### config.mk
export PLATFORM = sky130hd
export DESIGN_NAME = aabbfc_matrix
export DESIGN_NICKNAME = d
export VERILOG_FILES = /design/src/hw/rtl/aabbfc_pkg.sv /design/src/hw/rtl/aabbfc_matrix.sv
export SDC_FILE = /design/constraint.sdc
export NUM_CORES = 2
export LEC_CHECK = 0
export BUFFER_PORTS_ARGS = -buffer_cell sky130_fd_sc_hd__buf_2
export CAP_MARGIN = 10
export CORE_ASPECT_RATIO = 0.8
export CORE_UTILIZATION = 25
export CTS_BUF_LIST = sky130_fd_sc_hd__clkbuf_2
export DETAILED_ROUTE_END_ITERATION = 12
export PLACE_DENSITY = 0.42
export RECOVER_POWER = 50
export SETUP_SLACK_MARGIN = 0.1
export SLEW_MARGIN = 25
export SYNTH_ARGS = -nofsm -noshare
export SYNTH_HDL_FRONTEND = slang
export SYNTH_SLANG_ARGS = --single-unit
### constraint.sdc
create_clock -name clk -period 5.6 [get_ports clk]
set_clock_uncertainty 0.2 [all_clocks]
set_input_delay 0.84 -clock clk [delete_from_list [all_inputs] [get_ports clk]]
set_output_delay 0.84 -clock clk [all_outputs]
set_load 0.01 [all_outputs]
### src/hw/rtl/aabbfc_pkg.sv
// ----------------------------------------------------------------------------
// aabbfc_pkg
// Types and fixed constants shared by the frustum cull datapath.
// ----------------------------------------------------------------------------
package aabbfc_pkg;

    localparam int ENTRY_W     = 32;
    localparam int NORM_W      = ENTRY_W + 1;
    localparam int COORD_W     = 16;
    localparam int IDX_W       = 2;
    localparam int AXES        = 3;
    localparam int PLANE_COUNT = 6;

    localparam logic             FUNC_LOAD = 1'b0;
    localparam logic             FUNC_TEST = 1'b1;
    localparam logic [IDX_W-1:0] LAST_ROW  = 2'd3;
    localparam logic [IDX_W-1:0] DIST_COL  = 2'd3;

    typedef struct packed {
        logic [AXES-1:0][NORM_W-1:0] n;
        logic [NORM_W-1:0]           d;
    } plane_t;

    typedef plane_t [PLANE_COUNT-1:0] plane_set_t;

    typedef struct packed {
        logic             we;
        logic [IDX_W-1:0] row;
        logic [IDX_W-1:0] col;
        logic [ENTRY_W-1:0] value;
    } mat_wr_t;

endpackage

### src/hw/rtl/aabbfc_matrix.sv
// ----------------------------------------------------------------------------
// aabbfc_matrix
// View-projection matrix store and derivation of the six frustum planes.
// ----------------------------------------------------------------------------
module aabbfc_matrix
(
    input  logic                clk,
    input  logic                rst_n,
    input  aabbfc_pkg::mat_wr_t wr,
    output aabbfc_pkg::plane_set_t planes
);
    import aabbfc_pkg::*;

    logic [ENTRY_W-1:0] entry_reg [4][4];

    function automatic logic [NORM_W-1:0] comb_entry(
        input logic [ENTRY_W-1:0] base,
        input logic [ENTRY_W-1:0] other,
        input logic               add
    );
        logic signed [NORM_W-1:0] a;
        logic signed [NORM_W-1:0] b;
        a = NORM_W'($signed(base));
        b = NORM_W'($signed(other));
        return add ? (a + b) : (a - b);
    endfunction

    always_ff @(posedge clk or negedge rst_n)
    begin
        if (!rst_n)
        begin
            for (int r = 0; r < 4; r++)
            begin
                for (int c = 0; c < 4; c++)
                begin
                    entry_reg[r][c] <= '0;
                end
            end
        end
        else if (wr.we)
        begin
            entry_reg[wr.row][wr.col] <= wr.value;
        end
    end

    for (genvar p = 0; p < PLANE_COUNT; p++)
    begin : g_plane
        localparam logic [IDX_W-1:0] ROW = IDX_W'(p / 2);
        localparam logic             ADD = ((p % 2) == 1);

        for (genvar c = 0; c < AXES; c++)
        begin : g_axis
            localparam logic [IDX_W-1:0] COL = IDX_W'(c);
            assign planes[p].n[c] = comb_entry(entry_reg[LAST_ROW][COL],
                                               entry_reg[ROW][COL], ADD);
        end

        assign planes[p].d = comb_entry(entry_reg[LAST_ROW][DIST_COL],
                                        entry_reg[ROW][DIST_COL], ADD);
    end

endmodule

==> impl_metrics.toml <==
[floorplanning]
initial_core_util = 0.251
rows = 157
pin_count = 831
die_h_microns = 431
die_area_sq_mm = 0.232
die_w_microns = 538
fp.coreArea_sq_mm = 0.229

[pwr]
peakVddDrop_uv = 306
leakagePower_nw = 35.8
clock_power_share = 0.066
internal_power_mw = 22.7
combPwrFrac = 0.822
pwr-share-seq = 0.112
switching_power_mw = 27.2
powerDensity_mw_per_mm2 = 621
swShare = 0.545

[clock_tree]
clock_sinks = 512
cts_buffers = 168
h-tree-depth = 4
cts_root_buffer = "clkbuf_2"
clk_path_buf_depth = 3
cts_tree = "yes"
clk_latency_ns = 1.62
clk_pin_slew_ns = 0.10

[finish]
area_delta_synth_final_pct = 39.8
fillers = 23900
largest_register_ffs = 512
final_cell_count_no_fill = 11700
design_area_sq_mm = 0.0804
final_nets = 9374
drive_gt1_frac = 0.359

[yosys]
async_flop_share = 1.00
syn_area_sq_mm = 0.0575
synth_compound_area_frac = 0.222
synth_top_family_by_area = "compound AO/OA/AOI/OAI gates"
yosys-mux-area-fraction = 0.0571
synth_warnings = 0
synth_xor_xnor_area_share = 0.102
synthesis.nets = 8037
yosys.area_share.adder = 0.176
synth_seq_cells = 512
synth_cells = 7206
syn_area_per_cell_sq_um = 7.98
synth_cell_types = 94
synth_edf_count = 0
synth_ff_type = "dfrtp_1"
yosys.area_share.simple = 0.145
synth-seq-area-share = 0.223

[setup_path]
max_stage_delay_ns = 0.50
path_class = "register to primary output"
crit_path_start_kind = "register"
crit_path_end_kind = "primary output"
path_cells = "buf_6 > ha_4 > nand2b_4 > a221oi_4 > o211ai_1 > nand3b_1 > a2111oi_4 > o31ai_2 > buf_4 > a221o_1 > a2111o_1 > a31oi_2 > xor2_1 > buf_2"
critPathSlowestCell = "a2111o_1"
reg2reg_depth = 5
required_ns = 4.56
arrival_ns = 5.26
crit_path_max_fanout = 5

[timing]
setup_ws_ns = -0.703
slew_headroom = -1.23
fin_setup_tns_ns = -94.09
setup_viol = 360
period_share = 1.13
max_freq_mhz = 159
tightest_slew_ns = 3.34
finalMaxSlewViolations = 747
rsz0062_at_grt = "true"
fin_crit_ns = 6.30
hold_viol_final = 0

[detailed_routing]
antenna_left = 0
via_per_inst = 4.96
routed_wl_mm = 267
highest_layer = "met4"
wl_met1_mm = 113
drc = 0
met2WireLength_mm = 129
firstDrtPassIters = 5
via_count = 58000
wire_per_inst_microns = 22.9
met3WireLength_mm = 14.3
drt_iter0_markers = 3330

[place]
hpwl_mm = 206
place.gp.congestion = 0.904
port_buffers = 830
dpl_cell_area_sq_mm = 0.0648
numPlacedInstances = 10800

[global_route]
overflow = 0
antenna_found_initial = 20
grt_first_pass_wirelength_mm = 382
track_usage = 0.221
grt_max_degree = 128
grt_pass1_vias = 58600

[min_path]
whs_path_depth = 5
hp-class = "input port to register"

[outcome]
violations = "capacitance limit, slew limit, setup timing"
status = "finished with violations"

[flow_run]
cap_violations = 14
final cells by class:
class                      count  area, sq um  share of cell area
clock buffer                 216         1080              0.0134
multi-input combinational   5553        48400               0.603
timing repair buffer        1571        10900               0.136
inverter                     737         2820              0.0351
antenna                       15         37.5            0.000467
tap                         3021         3780              0.0470
sequential                   512        12900               0.160
clock inverter                71          405             0.00504
critical path: cells and delay by family, from the launching register on:
kind | cells | cell delay [ns]
buffers and inverters | 3 | 0.46
DFF | 1 | 0.43
and+or+nand+nor | 2 | 0.37
xor gates and xnor gates | 1 | 0.17
AOI/OAI and AO/OA | 7 | 1.94
adders and majority gates | 1 | 0.25
worst paths after layout:
check	from	endpoint	slack, ns
max	entry_reg[33]$_DFFE_PN0P_	planes[790]	-0.70
min	wr[11]	entry_reg[299]$_DFFE_PN0P_	0.26
max reg2reg	entry_reg[65]$_DFFE_PN0P_	entry_reg[65]$_DFFE_PN0P_	3.83
min reg2reg	entry_reg[490]$_DFFE_PN0P_	entry_reg[490]$_DFFE_PN0P_	0.34
max in group asynchronous	rst_n	entry_reg[43]$_DFFE_PN0P_	0.13
min in group asynchronous	rst_n	entry_reg[409]$_DFFE_PN0P_	2.11
synth_stat cells (all sizes together) (16+ instances only):
| cell type | count | area [sq um] |
|---|---|---|
| a221oi | 30 | 294 |
| or2 | 16 | 100 |
| nor2b | 93 | 589 |
| mux2 | 289 | 3250 |
| nand2b | 94 | 588 |
| nand2 | 440 | 1650 |
| a21o | 132 | 991 |
| nor2 | 651 | 2440 |
| nor4 | 46 | 288 |
| a21oi | 649 | 3250 |
| a211oi | 55 | 418 |
| fa | 24 | 480 |
| nand3 | 92 | 460 |
| o311ai | 24 | 210 |
| nand4 | 56 | 350 |
| o21ai | 488 | 2450 |
| o31ai | 62 | 465 |
| and2 | 18 | 113 |
| buf | 68 | 332 |
| clkbuf | 336 | 1260 |
| o211ai | 32 | 245 |
| xnor2 | 565 | 4950 |
| or4 | 20 | 150 |
| and3 | 26 | 163 |
| o31a | 23 | 201 |
| dfrtp | 512 | 12800 |
| or3 | 56 | 350 |
| o21bai | 167 | 1250 |
| nor3 | 132 | 661 |
| o41ai | 25 | 241 |
| a211o | 21 | 184 |
| o21a | 66 | 495 |
| a2111oi | 18 | 190 |
| ha | 768 | 9610 |
| xor2 | 102 | 893 |
| inv | 729 | 2740 |
| a31oi | 53 | 332 |
| a31o | 16 | 140 |
through the flow:
step	utilization	hold WS, ns	setup slack [ns]	power (mW)
3_5_place_dp	0.283	0.323	0.276	38.5
5_1_grt	0.351	-0.000809	-1.06	53.2
2_1_floorplan	-	0.306	1.31	24.6
4_1_cts	0.333	0.0941	-1.19	47.4
3_3_place_gp	0.283	0.314	0.314	38.6
6_report	0.352	0.262	-0.703	49.9
what timing repair did:
action | in CTS | in global routing
endpoints found under the hold margin | 1024 | 1
pin swaps | 451 | 444
endpoints found under the setup margin | 576 | 556
gates resized for setup | 1212 | 562
gates cloned | 0 | 0
buffers inserted | 319 | 207
hold buffers | 126 | 1
cells in the final DEF, fill, tap and decap left out, types with 44 or more instances in the layout:
cell type	synthesis	final
o21bai_1	167	153
clkbuf_2	0	219
xnor2_2	0	83
a21o_1	132	130
or3_1	56	44
buf_6	1	172
nand2_1	440	422
dfrtp_1	512	447
nor2b_1	92	64
buf_4	13	475
dlygate4sd3_1	0	110
a21oi_2	0	85
nor2_1	651	613
a21oi_1	649	525
xnor2_1	565	459
ha_2	0	73
nand4_1	56	56
ha_4	0	130
xor2_1	102	83
nand3_1	92	78
clkinv_1	8	50
dfrtp_2	0	65
mux2_2	289	289
nor3_1	132	109
o21ai_2	2	49
inv_1	728	699
o21a_1	66	63
buf_2	16	783
o21ai_0	473	400
ha_1	768	565
nand2b_1	94	79
kinds of logic after synthesis:
kind of cell,Yosys count
xor+xnor,667
buf+inv,1141
mux,292
fa+ha+maj,792
simple gates,1791
flops,512
compound gates,2011
routing by layer:
layer / up-vias / GRT usage
met5: - / 0
met4: 0 / 0.0859
met3: 388 / 0.0391
met2: 1531 / 0.383
met1: 28400 / 0.271
li1: 27600 / -
power by group through the flow:
stage          logic, mW  clock network [mW]  registers (mW)
2_1_floorplan       19.2                   0            5.33
3_3_place_gp        33.0                   0            5.61
3_5_place_dp        32.8                   0            5.66
4_1_cts             38.2                3.53            5.59
5_1_grt             43.8                3.70            5.77
6_report            41.0                3.28            5.61
(Power assumes the default switching activity.)
