### src/hw/rtl/aabbfc_pkg.sv
// ----------------------------------------------------------------------------
// aabbfc_pkg
// Types and fixed constants shared by the frustum cull datapath.
// ----------------------------------------------------------------------------
package aabbfc_pkg;

    localparam int ENTRY_W     = 32;
    localparam int NORM_W      = ENTRY_W + 1;
    localparam int COORD_W     = 16;
    localparam int IDX_W       = 2;
    localparam int AXES        = 3;
    localparam int PLANE_COUNT = 6;

    localparam logic             FUNC_LOAD = 1'b0;
    localparam logic             FUNC_TEST = 1'b1;
    localparam logic [IDX_W-1:0] LAST_ROW  = 2'd3;
    localparam logic [IDX_W-1:0] DIST_COL  = 2'd3;

    typedef struct packed {
        logic [AXES-1:0][NORM_W-1:0] n;
        logic [NORM_W-1:0]           d;
    } plane_t;

    typedef plane_t [PLANE_COUNT-1:0] plane_set_t;

    typedef struct packed {
        logic             we;
        logic [IDX_W-1:0] row;
        logic [IDX_W-1:0] col;
        logic [ENTRY_W-1:0] value;
    } mat_wr_t;

endpackage

### src/hw/rtl/aabbfc_decide.sv
// ----------------------------------------------------------------------------
// aabbfc_decide
// Per-plane signed distance of the p-vertex and the final cull decision.
// ----------------------------------------------------------------------------
module aabbfc_decide
#(
    parameter int CHUNK_EDGE = 16
)
(
    input  logic                          clk,
    input  logic                          rst_n,
    input  logic                          advance,
    input  logic                          prod_valid,
    input  logic [aabbfc_pkg::COORD_W+$clog2(CHUNK_EDGE+1)+aabbfc_pkg::NORM_W-1:0]
                                          prod [aabbfc_pkg::PLANE_COUNT][aabbfc_pkg::AXES],
    input  logic [aabbfc_pkg::NORM_W-1:0] plane_d [aabbfc_pkg::PLANE_COUNT],
    output logic                          result_valid,
    output logic                          visible
);
    import aabbfc_pkg::*;

    localparam int PROD_W = COORD_W + $clog2(CHUNK_EDGE + 1) + NORM_W;
    localparam int SUM_W  = PROD_W + 2;

    logic              result_valid_reg;
    logic              visible_reg;
    logic              visible_next;
    logic signed [SUM_W-1:0] acc [PLANE_COUNT];

    always_comb
    begin
        visible_next = 1'b1;
        for (int p = 0; p < PLANE_COUNT; p++)
        begin
            acc[p] = SUM_W'($signed(plane_d[p]))
                   + SUM_W'($signed(prod[p][0]))
                   + SUM_W'($signed(prod[p][1]))
                   + SUM_W'($signed(prod[p][2]));
            if (acc[p][SUM_W-1])
            begin
                visible_next = 1'b0;
            end
        end
    end

    always_ff @(posedge clk or negedge rst_n)
    begin
        if (!rst_n)
        begin
            result_valid_reg <= 1'b0;
        end
        else if (advance)
        begin
            result_valid_reg <= prod_valid;
        end
    end

    always_ff @(posedge clk)
    begin
        if (advance)
        begin
            visible_reg <= visible_next;
        end
    end

    assign result_valid = result_valid_reg;
    assign visible      = visible_reg;

endmodule

### config.mk
export PLATFORM = sky130hd
export DESIGN_NAME = aabbfc_decide
export DESIGN_NICKNAME = d
export VERILOG_FILES = /design/src/hw/rtl/aabbfc_pkg.sv /design/src/hw/rtl/aabbfc_decide.sv
export SDC_FILE = /design/constraint.sdc
export NUM_CORES = 1
export LEC_CHECK = 0
export ABC_AREA = 1
export ABC_CLOCK_PERIOD_IN_PS = 950
export BUFFER_PORTS_ARGS = -buffer_cell sky130_fd_sc_hd__buf_2
export CAP_MARGIN = 10
export CORE_AREA = 2 2 462 464
export CTS_BUF_LIST = sky130_fd_sc_hd__clkbuf_8
export DETAILED_ROUTE_END_ITERATION = 16
export DIE_AREA = 0 0 464 466
export PLACE_DENSITY_LB_ADDON = 0.08
export SLEW_MARGIN = 20
export SYNTH_ARGS = -nofsm -noshare
export SYNTH_HDL_FRONTEND = slang
export SYNTH_SLANG_ARGS = --single-unit
### constraint.sdc
create_clock -name clk -period 0.95 [get_ports clk]
set_clock_uncertainty 0.2 [all_clocks]
set_input_delay 0.095 -clock clk [delete_from_list [all_inputs] [get_ports clk]]
set_output_delay 0.095 -clock clk [all_outputs]
set_load 0.02 [all_outputs]
==> results of run 1 <==
[logic make-up (layout without fill, tap and decap cells)]
| kind of cell | Yosys count | count (layout) | synth area share (%) |
|---|---|---|---|
| compound gates | 185 | 185 | 3.905 |
| xor+xnor | 6 | 6 | 0.2068 |
| fa+ha+maj | 966 | 966 | 66.71 |
| buf+inv | 1372 | 2649 | 20.27 |
| flops | 2 | 2 | 0.2166 |
| mux | 1 | 1 | 0.04431 |
| other cells | 0 | 36 | 0 |
| simple gates | 534 | 534 | 8.651 |
[where the power goes]
group | switching [mW] | internal [mW] | total (mW)
sequential | 0.00657 | 0.102 | 0.109
combinational | 16.9 | 13.5 | 30.4
clock | 0.162 | 0.282 | 0.444
[timing repair]
item / CTS / global route
gates resized for setup: 130 / 14
pin swaps: 89 / 2
setup endpoints to repair: 4 / 4
hold endpoints to repair: 2 / 2
setup buffers: 1 / 0
[cell usage after synthesis, types with 4 or more instances]
master,instances,share of area [%]
o21ai_0,17,0.33
inv_2,17,0.25
ha_1,318,16
fa_1,648,51
nor2_1,108,1.6
o21ai_1,15,0.30
nand4_1,17,0.42
inv_1,1353,20
nor3_2,6,0.24
a21o_1,14,0.41
xnor2_1,4,0.14
nand3_1,43,0.85
o21a_1,9,0.27
nor2_2,4,0.098
nand2_1,344,5.1
a21oi_1,126,2.5
[worst max path at each step]
stage | slack, ps | depth (start not counted) | end | startpoint
2_1_floorplan | -1870 | 16 | visible | prod[215]
3_3_place_gp | -3330 | 17 | visible | prod[184]
6_report | -2060 | 16 | visible | prod[809]
4_1_cts | -2120 | 16 | visible | prod[291]
3_5_place_dp | -3330 | 17 | visible | prod[184]
5_1_grt | -2280 | 16 | visible | prod[809]
[layer usage]
layer | wire (um) | up-vias | track usage (%) | part of all wire (%)
met3 | 10360 | 254 | 3.718 | 7.8
met1 | 53640 | 10400 | 14.46 | 40
li1 | - | 11050 | - | -
met4 | 2492 | 86 | 1.668 | 1.9
met2 | 66460 | 909 | 22.07 | 50
met5 | 532 | - | 0 | 0.40
[final cells by class]
type,count,area (um^2)
well taps,2821,3530
fillers,24380,174900
inverters,1372,5150
flip-flops and latches,2,56.30
clock inverters,1,3.754
clock buffers,3,41.29
diodes,36,90.09
multi-input cells,1692,20670
repair buffers,1273,6835
[per-stage QoR]
step | std cells | power, mW | cell area [um^2] | worst slack, ps | hold slack (ps)
4_1_cts | 7164 | 32.58 | 36250 | -2119 | -119.9
5_1_grt | 7181 | 36.92 | 36330 | -2276 | -101.3
3_5_place_dp | 7164 | 30.61 | 35780 | -3328 | -326.7
3_3_place_gp | 7164 | 30.90 | 35780 | -3326 | -327.5
6_report | 7200 | 30.96 | 36380 | -2061 | -106.4
2_1_floorplan | 3066 | 17.69 | 25410 | -1867 | -400.6
==> flow_summary.json, run 1 <==
{
  "hpwlAfterDp_um": 132800,
  "path_max_fanout": 3,
  "maxCapViolCount": 0,
  "core_um2": 211200,
  "worst-path-buf-inv": 6,
  "syn-num-nets": 5206,
  "min_period_ps": 3011,
  "grtUsageTotal_pct": 12.24,
  "worstSetupPathType": "input port to flop",
  "whs_endpoint": "result_valid",
  "hold_path.startpoint": "prod_valid",
  "cts_tree": "built",
  "worstPathRequired_ps": 850,
  "async_reset_ff_share_pct": 50.00,
  "syn-cell-area_um2": 25410,
  "worstRegToRegCells": 1,
  "ant_nets": 0,
  "drt_first_iter_violations": 515,
  "totalWireLength_um": 133500,
  "area.growth.synth_to_final_pct": 43.17,
  "slowest_delay_ps": 630,
  "power.density_nw_per_um2": 851.0,
  "io_buffers": 1175,
  "final-hold-violation-count": 2,
  "whs_path_depth": 2,
  "antenna_found_initial": 162,
  "initial_core_util_pct": 12.03,
  "final_core_util_pct": 17.22,
  "worstMarginPinSlew_ps": 355.5,
  "dieArea_um2": 216200,
  "ctsHoldBuffers": 1,
  "die_h_um": 466,
  "ys_warn_count": 0,
  "end_kind": "flop",
  "hold_path_class": "input port to flop",
  "cts_root_buf": "clkbuf_8",
  "synthDistinctLibCells": 31,
  "cts.clk_slew.worst_paths_ps": 40,
  "clock_latency_ps": 240,
  "r2r-end": "result_valid",
  "timing.final.crit_share_pct": 316.9,
  "grt_pass1_wl_um": 187500,
  "relSlewSlack_pct": 76.30,
  "r2r_start": "result_valid",
  "ys_seq_area_share_pct": 0.2167,
  "io_pins": 1176,
  "cts_made_buffers": 3,
  "startpoint_type": "input port",
  "dr.pass1.iters": 5,
  "crit_family": "adder cells",
  "violations": "hold timing, setup timing",
  "drv_slew": 0,
  "cts_sinks": 2,
  "die_w_um": 464,
  "synth_area_per_cell_um2": 8.288,
  "num_vias": 22700,
  "max_freq_mhz": 332.1,
  "synthCells": 3066,
  "grt_max_degree": 20,
  "drc": 0,
  "crit_slowest_cell": "fa_1",
  "gp_congestion": 0.8308,
  "power_leakage_nw": 21.28,
  "status": "finished, violations left",
  "grt_pass1_vias": 26150,
  "wl_per_cell_um": 18.54,
  "setup_slack_ps": -2061,
  "vdd_drop_max_uv": 279.0,
  "rsz0062_at_grt": "yes",
  "setup_tns_ps": -2498,
  "nNetsFinal": 6484,
  "ys_ff_latch": 2,
  "rows": 169,
  "layout_commonest_cell": "inv_1",
  "worstPathCellList": "buf_2 > fa_1 > inv_1 > fa_1 > inv_2 > ha_4 > nand4_1 > inv_1 > buf_4 > a21oi_1 > and2_0 > buf_4 > nand4_1 > nand2_4 > nand3_4 > nor3_2",
  "setup-violations-final": 4,
  "htreeDepth": 1,
  "clockBufferDepth": 2,
  "mostFrequentLayoutCells": "inv_1 (1332), buf_2 (1169), fa_1 (623)",
  "regToRegSetupSlack_ps": -30,
  "synth_edf_count": 1,
  "crit_arrival_ps": 2910,
  "overflow": 0,
  "via_per_inst": 3.152,
  "ys.flop_type": "edfxtp_1",
  "drive_above_1_share_pct": 32.86,
  "whs_ps": -106.4
}
Note: power is estimated with default switching activity, not from simulation.
==> run 2: changes to the inputs <==
--- a/config.mk
+++ b/config.mk
@@ -10,11 +10,10 @@
 export BUFFER_PORTS_ARGS = -buffer_cell sky130_fd_sc_hd__buf_2
 export CAP_MARGIN = 10
 export CORE_AREA = 2 2 462 464
-export CTS_BUF_LIST = sky130_fd_sc_hd__clkbuf_8
+export CTS_BUF_LIST = sky130_fd_sc_hd__clkbuf_4 sky130_fd_sc_hd__clkbuf_8 sky130_fd_sc_hd__clkbuf_16
 export DETAILED_ROUTE_END_ITERATION = 16
 export DIE_AREA = 0 0 464 466
 export PLACE_DENSITY_LB_ADDON = 0.08
-export SLEW_MARGIN = 20
 export SYNTH_ARGS = -nofsm -noshare
 export SYNTH_HDL_FRONTEND = slang
 export SYNTH_SLANG_ARGS = --single-unit
==> run 2 against run 1 <==
The flow still finishes with violations (hold timing, setup timing). Via count about the same. Clock power is 73% higher. Global-route usage is the same. Sequential share of layout area is essentially flat. First-iteration DRC count fell by 0.39%. Design area up 0.10%. Wire length about the same. Non-clock buffer count stayed put. Worst hold slack improved by 2.4 ps. Utilization barely moved. Die area did not move. Critical path type unchanged. Largest cell class unchanged. Largest power group unchanged.
==> flow_summary.json, run 2 (synthesized netlist as in run 1, its figures left out) <==
{
  "drc": 0,
  "worstRegToRegCells": 1,
  "grt_busiest_layer": "met2",
  "violations": "hold timing, setup timing",
  "final-hold-violation-count": 2,
  "crit_family": "adder cells",
  "path_max_fanout": 3,
  "vdd_drop_max_uv": 436.9,
  "hold_path_class": "input port to flop",
  "min_period_ps": 3021,
  "pwr-share-seq_pct": 0.3,
  "drt_first_iter_violations": 513,
  "end_kind": "flop",
  "hpwlAfterDp_um": 132800,
  "worstPathCellList": "buf_2 > fa_1 > inv_1 > fa_1 > inv_2 > ha_4 > nand4_1 > inv_1 > buf_4 > a21oi_1 > and2_0 > buf_4 > nand4_1 > nand2_4 > nand3_4 > nor3_2",
  "whs_path_depth": 2,
  "relSlewSlack_pct": 76.30,
  "initial_core_util_pct": 12.03,
  "stdcell_count": 7200,
  "drive_above_1_share_pct": 32.88,
  "mostFrequentLayoutCells": "inv_1 (1331), buf_2 (1169), fa_1 (623)",
  "maxCapViolCount": 0,
  "timing.final.crit_share_pct": 318.0,
  "setup_slack_ps": -2071,
  "grtUsageTotal_pct": 12.24,
  "slowest_delay_ps": 630,
  "power.density_nw_per_um2": 859.1,
  "cts_sinks": 2,
  "dp_cells": 7164,
  "internal_power_mw": 14.23,
  "multi_input_area_um2": 20670,
  "whs_endpoint": "result_valid",
  "io_buffers": 1175,
  "area.growth.synth_to_final_pct": 43.32,
  "pwr-share-comb_pct": 97.2,
  "r2r_start": "result_valid",
  "cts_root_buf": "clkbuf_16",
  "num_vias": 22690,
  "htreeDepth": 1,
  "crit_slowest_cell": "fa_1",
  "dieArea_um2": 216200,
  "antenna_found_initial": 162,
  "use_met1_pct": 14.46,
  "hold_path.startpoint": "prod_valid",
  "core_um2": 211200,
  "switching_share_pct": 54.51,
  "grt_pass1_wl_um": 187500,
  "overflow": 0,
  "die_h_um": 466,
  "cts_made_buffers": 3,
  "crit_arrival_ps": 2910,
  "clock_latency_ps": 240,
  "clockBufferDepth": 2,
  "status": "finished, violations left",
  "regToRegSetupSlack_ps": -30,
  "rows": 169,
  "dr.pass1.iters": 5,
  "io_pins": 1176,
  "power_leakage_nw": 21.30,
  "cts_tree": "built",
  "worstSetupPathType": "input port to flop",
  "startpoint_type": "input port",
  "grt_pass1_vias": 26150,
  "rsz0062_at_grt": "yes",
  "nNetsFinal": 6484,
  "regArea_um2": 56.30,
  "drv_slew": 0,
  "p_sw_mw": 17.05,
  "grt_max_degree": 20,
  "whs_ps": -104.0,
  "place_ws_ps": -3328,
  "grt_use_met2_pct": 22.07,
  "gp_congestion": 0.8308,
  "fill_cells": 24380,
  "clkPwrFrac_pct": 2.5,
  "setup-violations-final": 4,
  "layout_commonest_cell": "inv_1",
  "r2r-end": "result_valid",
  "ctsHoldBuffers": 1,
  "die_w_um": 464,
  "via_per_inst": 3.152,
  "cts.clk_slew.worst_paths_ps": 40,
  "met3_usage_pct": 3.718,
  "max_freq_mhz": 331.1,
  "worstMarginPinSlew_ps": 355.5,
  "worstPathRequired_ps": 840,
  "ant_nets": 0,
  "wl_per_cell_um": 18.54,
  "worst-path-buf-inv": 6,
  "totalWireLength_um": 133500
}
[run 2: area by class of cell]
type	instances	share of cell area (%)
Inverter	1372	14.14
Sequential cell	2	0.1546
Clock buffer	4	0.2267
Timing Repair Buffer	1273	18.77
Tap cell	2821	9.692
Antenna cell	36	0.2474
Multi-Input combinational cell	1692	56.77
[run 2: worst max-delay path by stage]
stage	slack (ps)	to	startpoint	cells after the start
finish	-2070	visible	prod[809]	16
global route	-2280	visible	prod[809]	16
CTS	-2130	visible	prod[291]	16
detailed placement	-3330	visible	prod[184]	17
global placement	-3330	visible	prod[184]	17
floorplan	-1870	visible	prod[215]	16
[run 2: through the flow]
stage                     utilization, %  power (mW)  setup TNS, ps  cell area, um^2
after global routing               17.22       37.25          -2752            36370
after detailed placement           16.94       30.61          -3407            35780
after global placement             16.94       30.90          -3397            35780
after floorplan                        -       17.69          -1930            25410
final                              17.24       31.29          -2494            36420
after CTS                          17.18       32.91          -2592            36290
[run 2: power groups by stage]
stage / logic (mW) / registers (mW) / clock network (mW)
after floorplan: 17.6 / 0.117 / 0
after global placement: 30.8 / 0.109 / 0
after detailed placement: 30.5 / 0.109 / 0
after CTS: 32.0 / 0.109 / 0.824
after global routing: 36.3 / 0.109 / 0.810
final: 30.4 / 0.109 / 0.769
[run 2: what timing repair did]
item,CTS,global route
resized for setup,130,14
pin swaps,89,2
endpoints found under the hold margin,2,2
buffers inserted,1,0
endpoints found under the setup margin,4,4
gates cloned,0,0
[run 2: layer usage]
metal  vias up  routed length, um
met5         -                532
met3       251              10360
li1      11050                  -
met2       909              66460
met1     10400              53640
met4        86               2485
